===== src/rtl/core/rspd_pkg.sv =====
// Package for the RSP packet deframer: character codes, event codes and the
// hex decode result type. No dependencies.
package rspd_pkg;

  localparam logic [7:0] CH_DOLLAR = 8'h24;
  localparam logic [7:0] CH_HASH   = 8'h23;
  localparam logic [7:0] CH_PLUS   = 8'h2B;
  localparam logic [7:0] CH_MINUS  = 8'h2D;
  localparam logic [7:0] CH_NONE   = 8'h00;

  localparam logic [3:0] EV_PAYLOAD    = 4'd0;
  localparam logic [3:0] EV_ACCEPTED   = 4'd1;
  localparam logic [3:0] EV_BAD_HEX    = 4'd2;
  localparam logic [3:0] EV_MISMATCH   = 4'd3;
  localparam logic [3:0] EV_IGNORED    = 4'd4;
  localparam logic [3:0] EV_HOST_ACK   = 4'd5;
  localparam logic [3:0] EV_HOST_NACK  = 4'd6;
  localparam logic [3:0] EV_STRAY_ACK  = 4'd7;
  localparam logic [3:0] EV_STRAY_NACK = 4'd8;
  localparam logic [3:0] EV_UNEXPECTED = 4'd9;

  // Decoded checksum: ok is set only when both digits are lowercase hex.
  typedef struct packed {
    logic       ok;
    logic [7:0] value;
  } hex_t;

endpackage


===== src/rtl/core/rspd_if.sv =====
// Valid/ready channel interfaces for the RSP packet deframer.
// Depends on nothing; one interface for received bytes, one for results.
interface rspd_rx_if;
  logic       valid;
  logic       ready;
  logic [7:0] rx_byte;

  modport source (output valid, output rx_byte, input ready);
  modport sink (input valid, input rx_byte, output ready);
endinterface

interface rspd_res_if;
  logic        valid;
  logic        ready;
  logic [3:0]  event_res;
  logic [7:0]  data_byte;
  logic [7:0]  tx_byte;
  logic [15:0] payload_length;
  logic [7:0]  received_checksum;
  logic [7:0]  computed_checksum;

  modport source (output valid, output event_res, output data_byte, output tx_byte,
                  output payload_length, output received_checksum,
                  output computed_checksum, input ready);
  modport sink (input valid, input event_res, input data_byte, input tx_byte,
                input payload_length, input received_checksum,
                input computed_checksum, output ready);
endinterface


===== src/rtl/core/rspd_hex_pair.sv =====
// Decodes the two checksum characters of a frame into one byte.
// Depends on rspd_pkg for the result type.
module rspd_hex_pair (
  input  logic [7:0]    hi_char,
  input  logic [7:0]    lo_char,
  output rspd_pkg::hex_t result
);

  // Nibble value of one character; bit 4 flags a valid lowercase hex digit.
  function automatic logic [4:0] nibble(input logic [7:0] c);
    logic [7:0] d;
    begin
      d = 8'h00;
      if (c >= 8'h61 && c <= 8'h66) begin
        d = c - 8'h57;
        nibble = {1'b1, d[3:0]};
      end else if (c >= 8'h30 && c <= 8'h39) begin
        d = c - 8'h30;
        nibble = {1'b1, d[3:0]};
      end else begin
        nibble = 5'd0;
      end
    end
  endfunction

  logic [4:0] hi_nib;
  logic [4:0] lo_nib;

  assign hi_nib = nibble(hi_char);
  assign lo_nib = nibble(lo_char);

  always_comb begin
    result.ok    = hi_nib[4] & lo_nib[4];
    result.value = result.ok ? {hi_nib[3:0], lo_nib[3:0]} : 8'h00;
  end

endmodule


===== src/rtl/core/rsp_packet_deframer_ack.sv =====
// Top level of the RSP packet deframer with host ACK tracking.
// Depends on rspd_pkg, rspd_if.sv and rspd_hex_pair.
//
// Usage:
//   Received serial bytes enter on the rx channel, one byte per transaction.
//   Each byte yields zero or one result transaction on the res channel: a
//   forwarded payload byte, a frame verdict with the byte to transmit
//   ('+' or '-'), or a report on host ACK/NACK and stray bytes. The '$' that
//   opens a frame, the '#' that ends the payload and the first checksum
//   digit produce no result.
//
//   Throughput is one byte per cycle while the receiver takes results. A byte
//   accepted at a clock edge is held in the input register and then processed
//   into the result register, from which its result is offered. The frame
//   state update for each byte sets this rate.
//
//   Reset (rst, synchronous, active high) returns the block to idle between
//   frames with no response waiting for an ACK, and empties both registers.
//
//   When the receiver stalls, the result register holds its transaction; the
//   input register still advances for bytes that produce no result, and
//   otherwise holds, so rx.ready drops until the result is taken. Nothing is
//   lost or repeated.
module rsp_packet_deframer_ack (
  input logic              clk,
  input logic              rst,
  rspd_rx_if.sink          rx_chan,
  rspd_res_if.source       res_chan
);

  // Frame phase codes.
  localparam logic [1:0] PH_IDLE    = 2'd0;
  localparam logic [1:0] PH_PAYLOAD = 2'd1;
  localparam logic [1:0] PH_DIGIT1  = 2'd2;
  localparam logic [1:0] PH_DIGIT2  = 2'd3;

  // Frame state.
  logic [1:0]  phase;
  logic [1:0]  phase_next;
  logic [7:0]  running_sum;
  logic [7:0]  running_sum_next;
  logic [7:0]  first_digit;
  logic [7:0]  first_digit_next;
  logic [15:0] length_count;
  logic [15:0] length_count_next;
  logic        awaiting_ack;
  logic        awaiting_ack_next;

  // Input register.
  logic        s1_valid;
  logic [7:0]  s1_byte;

  // Result register.
  logic        res_valid;
  logic [3:0]  res_event;
  logic [7:0]  res_data;
  logic [7:0]  res_tx;
  logic [15:0] res_len;
  logic [7:0]  res_rcv;
  logic [7:0]  res_cmp;

  // Result computed from the held byte.
  logic        has_result;
  logic [3:0]  ev_next;
  logic [7:0]  data_next;
  logic [7:0]  tx_next;
  logic [15:0] len_next;
  logic [7:0]  rcv_next;
  logic [7:0]  cmp_next;

  logic        slot_free;
  logic        s1_fire;

  rspd_pkg::hex_t checksum;

  rspd_hex_pair u_hex (
    .hi_char (first_digit),
    .lo_char (s1_byte),
    .result  (checksum)
  );

  // The held byte moves on when its result, if any, has room.
  assign slot_free    = !res_valid || res_chan.ready;
  assign s1_fire      = s1_valid && (!has_result || slot_free);
  assign rx_chan.ready = !s1_valid || s1_fire;

  always_comb begin
    phase_next        = phase;
    running_sum_next  = running_sum;
    first_digit_next  = first_digit;
    length_count_next = length_count;
    awaiting_ack_next = awaiting_ack;
    has_result        = 1'b0;
    ev_next           = rspd_pkg::EV_UNEXPECTED;
    data_next         = 8'h00;
    tx_next           = rspd_pkg::CH_NONE;
    len_next          = 16'h0000;
    rcv_next          = 8'h00;
    cmp_next          = 8'h00;
    case (phase)
      PH_IDLE: begin
        if (s1_byte == rspd_pkg::CH_DOLLAR) begin
          running_sum_next  = 8'h00;
          length_count_next = 16'h0000;
          phase_next        = PH_PAYLOAD;
        end else if (s1_byte == rspd_pkg::CH_PLUS) begin
          has_result = 1'b1;
          if (awaiting_ack) begin
            awaiting_ack_next = 1'b0;
            ev_next           = rspd_pkg::EV_HOST_ACK;
          end else begin
            ev_next = rspd_pkg::EV_STRAY_ACK;
          end
        end else if (s1_byte == rspd_pkg::CH_MINUS) begin
          has_result = 1'b1;
          ev_next    = awaiting_ack ? rspd_pkg::EV_HOST_NACK : rspd_pkg::EV_STRAY_NACK;
        end else begin
          has_result = 1'b1;
          ev_next    = rspd_pkg::EV_UNEXPECTED;
        end
      end
      PH_PAYLOAD: begin
        if (s1_byte == rspd_pkg::CH_HASH) begin
          phase_next = PH_DIGIT1;
        end else begin
          running_sum_next = running_sum + s1_byte;
          if (length_count != 16'hFFFF) begin
            length_count_next = length_count + 16'd1;
          end
          has_result = 1'b1;
          ev_next    = rspd_pkg::EV_PAYLOAD;
          data_next  = s1_byte;
        end
      end
      PH_DIGIT1: begin
        first_digit_next = s1_byte;
        phase_next       = PH_DIGIT2;
      end
      default: begin
        // Second checksum digit: judge the frame.
        phase_next = PH_IDLE;
        has_result = 1'b1;
        len_next   = length_count;
        cmp_next   = running_sum;
        rcv_next   = checksum.value;
        if (awaiting_ack) begin
          ev_next = rspd_pkg::EV_IGNORED;
        end else if (!checksum.ok) begin
          ev_next = rspd_pkg::EV_BAD_HEX;
          tx_next = rspd_pkg::CH_MINUS;
        end else if (checksum.value != running_sum) begin
          ev_next = rspd_pkg::EV_MISMATCH;
          tx_next = rspd_pkg::CH_MINUS;
        end else begin
          ev_next           = rspd_pkg::EV_ACCEPTED;
          tx_next           = rspd_pkg::CH_PLUS;
          awaiting_ack_next = 1'b1;
        end
      end
    endcase
  end

  // Control state.
  always_ff @(posedge clk) begin
    if (rst) begin
      phase        <= PH_IDLE;
      running_sum  <= 8'h00;
      first_digit  <= 8'h00;
      length_count <= 16'h0000;
      awaiting_ack <= 1'b0;
      s1_valid     <= 1'b0;
      res_valid    <= 1'b0;
    end else begin
      if (s1_fire) begin
        phase        <= phase_next;
        running_sum  <= running_sum_next;
        first_digit  <= first_digit_next;
        length_count <= length_count_next;
        awaiting_ack <= awaiting_ack_next;
      end
      if (rx_chan.valid && rx_chan.ready) begin
        s1_valid <= 1'b1;
      end else if (s1_fire) begin
        s1_valid <= 1'b0;
      end
      if (s1_fire && has_result) begin
        res_valid <= 1'b1;
      end else if (res_chan.ready) begin
        res_valid <= 1'b0;
      end
    end
  end

  // Payload registers.
  always_ff @(posedge clk) begin
    if (rx_chan.valid && rx_chan.ready) begin
      s1_byte <= rx_chan.rx_byte;
    end
    if (s1_fire && has_result) begin
      res_event <= ev_next;
      res_data  <= data_next;
      res_tx    <= tx_next;
      res_len   <= len_next;
      res_rcv   <= rcv_next;
      res_cmp   <= cmp_next;
    end
  end

  assign res_chan.valid             = res_valid;
  assign res_chan.event_res         = res_event;
  assign res_chan.data_byte         = res_data;
  assign res_chan.tx_byte           = res_tx;
  assign res_chan.payload_length    = res_len;
  assign res_chan.received_checksum = res_rcv;
  assign res_chan.computed_checksum = res_cmp;

endmodule


===== src/flat_wrapper.sv =====
// flat-port wrapper written by rule: the top's interface ports become plain ports
module rsp_packet_deframer_ack_flat 
  (clk, rst, rx_chan_valid, rx_chan_rx_byte, rx_chan_ready, res_chan_valid, res_chan_event_res, res_chan_data_byte, res_chan_tx_byte, res_chan_payload_length, res_chan_received_checksum, res_chan_computed_checksum, res_chan_ready);
  rspd_rx_if rx_chan_i ();
  rspd_res_if res_chan_i ();
  input logic clk;
  input logic rst;
  input wire logic [$bits(rx_chan_i.valid)-1:0] rx_chan_valid;
  input wire logic [$bits(rx_chan_i.rx_byte)-1:0] rx_chan_rx_byte;
  output wire logic [$bits(rx_chan_i.ready)-1:0] rx_chan_ready;
  output wire logic [$bits(res_chan_i.valid)-1:0] res_chan_valid;
  output wire logic [$bits(res_chan_i.event_res)-1:0] res_chan_event_res;
  output wire logic [$bits(res_chan_i.data_byte)-1:0] res_chan_data_byte;
  output wire logic [$bits(res_chan_i.tx_byte)-1:0] res_chan_tx_byte;
  output wire logic [$bits(res_chan_i.payload_length)-1:0] res_chan_payload_length;
  output wire logic [$bits(res_chan_i.received_checksum)-1:0] res_chan_received_checksum;
  output wire logic [$bits(res_chan_i.computed_checksum)-1:0] res_chan_computed_checksum;
  input wire logic [$bits(res_chan_i.ready)-1:0] res_chan_ready;
  assign rx_chan_i.valid = rx_chan_valid;
  assign rx_chan_i.rx_byte = rx_chan_rx_byte;
  assign rx_chan_ready = rx_chan_i.ready;
  assign res_chan_valid = res_chan_i.valid;
  assign res_chan_event_res = res_chan_i.event_res;
  assign res_chan_data_byte = res_chan_i.data_byte;
  assign res_chan_tx_byte = res_chan_i.tx_byte;
  assign res_chan_payload_length = res_chan_i.payload_length;
  assign res_chan_received_checksum = res_chan_i.received_checksum;
  assign res_chan_computed_checksum = res_chan_i.computed_checksum;
  assign res_chan_i.ready = res_chan_ready;
  rsp_packet_deframer_ack u_core (.clk(clk), .rst(rst), .rx_chan(rx_chan_i), .res_chan(res_chan_i));
endmodule

===== config.mk =====
export PLATFORM = sky130hd
export DESIGN_NAME = rsp_packet_deframer_ack_flat
export DESIGN_NICKNAME = d
export VERILOG_FILES = /design/src/rtl/core/rspd_pkg.sv /design/src/rtl/core/rspd_if.sv /design/src/rtl/core/rspd_hex_pair.sv /design/src/rtl/core/rsp_packet_deframer_ack.sv /design/src/flat_wrapper.sv
export SDC_FILE = /design/constraint.sdc
export NUM_CORES = 1
export LEC_CHECK = 0
export BUFFER_PORTS_ARGS = -buffer_cell sky130_fd_sc_hd__buf_4
export CAP_MARGIN = 30
export CORE_AREA = 3 3 98 100
export DETAILED_ROUTE_END_ITERATION = 6
export DIE_AREA = 0 0 101 103
export PLACE_DENSITY = 0.75
export SLEW_MARGIN = 15
export SYNTH_ARGS = -nofsm -noshare
export SYNTH_HDL_FRONTEND = slang
export SYNTH_SLANG_ARGS = --single-unit

===== constraint.sdc =====
create_clock -name clk -period 4.62 [get_ports clk]
set_input_delay 0.924 -clock clk [delete_from_list [all_inputs] [get_ports clk]]
set_output_delay 0.924 -clock clk [all_outputs]
set_load 0.01 [all_outputs]

==> out/qor.yml <==
grt_max_degree: 36
wl_met2_um: 4900
remaining_drc_errors: 0
std_cell_rows: 34
wl_per_cell_um: 17.4
synth.top_cell.area_share_pct: 34.4
endpoint_kind: "output pin"
rsz0062_at_grt: "false"
htreeDepth: 3
yosysTopAreaCell: "edfxtp_1"
cp_max_fo: 8
synth_seq_area_share_pct: 49.8
hp-class: "reg -> reg"
place_inst: 602
max_freq_ghz: 0.279
synth_cell_types: 66
die-height_um: 103
period_minus_slack_ps: 3590
wl_um: 10800
final_nets: 539
die_w_um: 101
antenna_found_initial: 0
drive_gt1_share_pct: 18.6
yosys_most_used_dff: "edfxtp_1"
dieArea_um2: 10400
ir_drop_mv: 0.138
power.density_nw_per_um2: 273
postSynthCellCount: 451
criticalPathCategory: "reg -> out"
start_util_pct: 54.8
avgViaCountPerCell: 5.98
wl_met3_um: 740
cts_tree: "done"
clock-sinks: 92
dp_slack_ps: 1210
syn_area_um2: 4800
dp_hpwl_um: 7810
worstMarginPinSlew_ps: 821
drt-initial-drc-count: 243
cts-root-buf: "clkbuf_8"
dr.pass1.iters: 5
cp_data_required_time_ps: 3700
p_leak_nw: 2.08
start_kind: "register"
first_global_vias: 3415
grt_pass1_wl_um: 17200
clk_latency_ps: 360
finalHoldViolations: 0
dpl_cell_area_um2: 5320
dr.max_layer_used: "met4"
cts_buffers: 9
max_slew_margin_pct: 44.5
gp_congestion: 0.848
mostFrequentLayoutCell: "buf_4"
synthArstFlopShare_pct: 0
max_cap_violations: 0
yosysWarnings: 0
skew_ps: 11.5
grt_usage_pct: 21.2
setup_tns_ps: 0
route.layer.met1.wl_um: 4920
core_area_um2: 8760
stdcell_count: 618
finalWorstSetupSlack_ps: 1030
crit_arrival_ps: 2670
antenna_left: 0
setup-violations-final: 0
io_buffers: 62
fin_crit_sh_pct: 77.7
final_cell_mix: "64 x buf_4, 55 x edfxtp_1, 42 x nor2_1"
diodes: 0
ioPinCount: 66
ys_ff_latch: 92
cts_hold_buf: 0
syn_avg_cell_area_um2: 10.6
synth_edf_count: 55
cts.clk_slew.worst_paths_ps: 100
post-cts-setup-buffers: 0
syn_to_final_growth_pct: 14.6
slew_violations: 0
ctsResizeCount: 0
num_vias: 3694
grt-ovfl-total: 0
synth_area_leaders: "edfxtp_1 34%, dfxtp_1 15%, ha_1 5.5%"
clock_path_buffers: 2
fin_area_um2: 5500
status: "finished, final reports clean"
-- sequential cells by signal, indices dropped and copies added (netlist names) --
signal                             flops
u_core.first_digit                     8
u_core.awaiting_ack                    1
u_core.s1_byte                         8
u_core.running_sum                     8
u_core.res_chan.tx_byte                3
u_core.res_chan.event_res              4
u_core.res_chan.received_checksum      8
u_core.res_chan.valid                  1
u_core.length_count                   16
u_core.s1_valid                        1
u_core.res_chan.payload_length        16
u_core.phase                           2
u_core.res_chan.data_byte              8
u_core.res_chan.computed_checksum      8
-- metrics by stage --
stage          hold WS (ps)  total power, mW  util [%]
2_1_floorplan           466            0.972         -
6_report                544             1.50      62.8
3_3_place_gp            494             1.01      60.6
4_1_cts                 541             1.51      62.8
3_5_place_dp            524             1.01      60.7
5_1_grt                 577             1.56      62.8
-- worst paths after layout --
path	start	to	slack [ps]	depth (start not counted)
max	u_core.s1_byte[7]	rx_chan_ready	1030	6
min	u_core.length_count[1]	u_core.length_count[1]	540	2
max reg2reg	u_core.s1_byte[7]	u_core.res_chan.received_checksum[5]	1130	6
min reg2reg	u_core.length_count[1]	u_core.length_count[1]	540	2
-- synthesized netlist by cell type (all sizes together), types with 5 or more instances --
library cell  instances
o21ai                 8
dfxtp                37
and2                 34
inv                  19
nand2                25
nor4                 16
xnor2                23
nor2b                 5
mux2i                 7
nand3                22
buf                   8
and4                  5
nor3                  5
clkbuf               15
ha                   21
edfxtp               55
nor2                 42
a21oi                23
nor4b                 7
-- final cells by class --
class | instances | area (µm²)
Clock buffer | 9 | 124
Sequential cell | 92 | 2390
Clock inverter | 7 | 57.6
Tap cell | 108 | 135
Multi-Input combinational cell | 319 | 2240
Fill cell | 719 | 3260
Timing Repair Buffer | 64 | 480
Inverter | 19 | 71.3
-- report_power, final --
group | internal [mW] | switching [mW] | leakage, nW | total, mW
combinational | 0.0389 | 0.0524 | 1.16 | 0.0913
sequential | 0.887 | 0.0168 | 0.827 | 0.904
clock | 0.203 | 0.301 | 0.0898 | 0.504
total | 1.13 | 0.370 | 2.08 | 1.50
-- cells by family (layout without fill, tap and decap cells) --
kind of cell	after synthesis	after routing	share of synthesized area (%)
simple gates	184	184	22.2
other cells	1	3	0.0781
flops	92	92	49.8
fa+ha+maj	22	22	5.89
buf+inv	42	99	3.75
compound gates	77	77	12.1
mux	7	7	1.46
xor+xnor	26	26	4.74
-- critical path, cell delays in order (launching register included) --
cell,delay [ps]
edfxtp_1,480
or3b_1,580
o41ai_4,460
nand2_1,130
o21ai_0,340
or2_2,200
buf_4,110
-- per-layer routing --
metal / vias up / global-route usage, %
met2: 152 / 32.2
met5: - / 0
met1: 1779 / 30.4
met3: 16 / 3.79
li1: 1747 / -
met4: 0 / 8.28
Note: power is estimated with default switching activity, not from simulation.
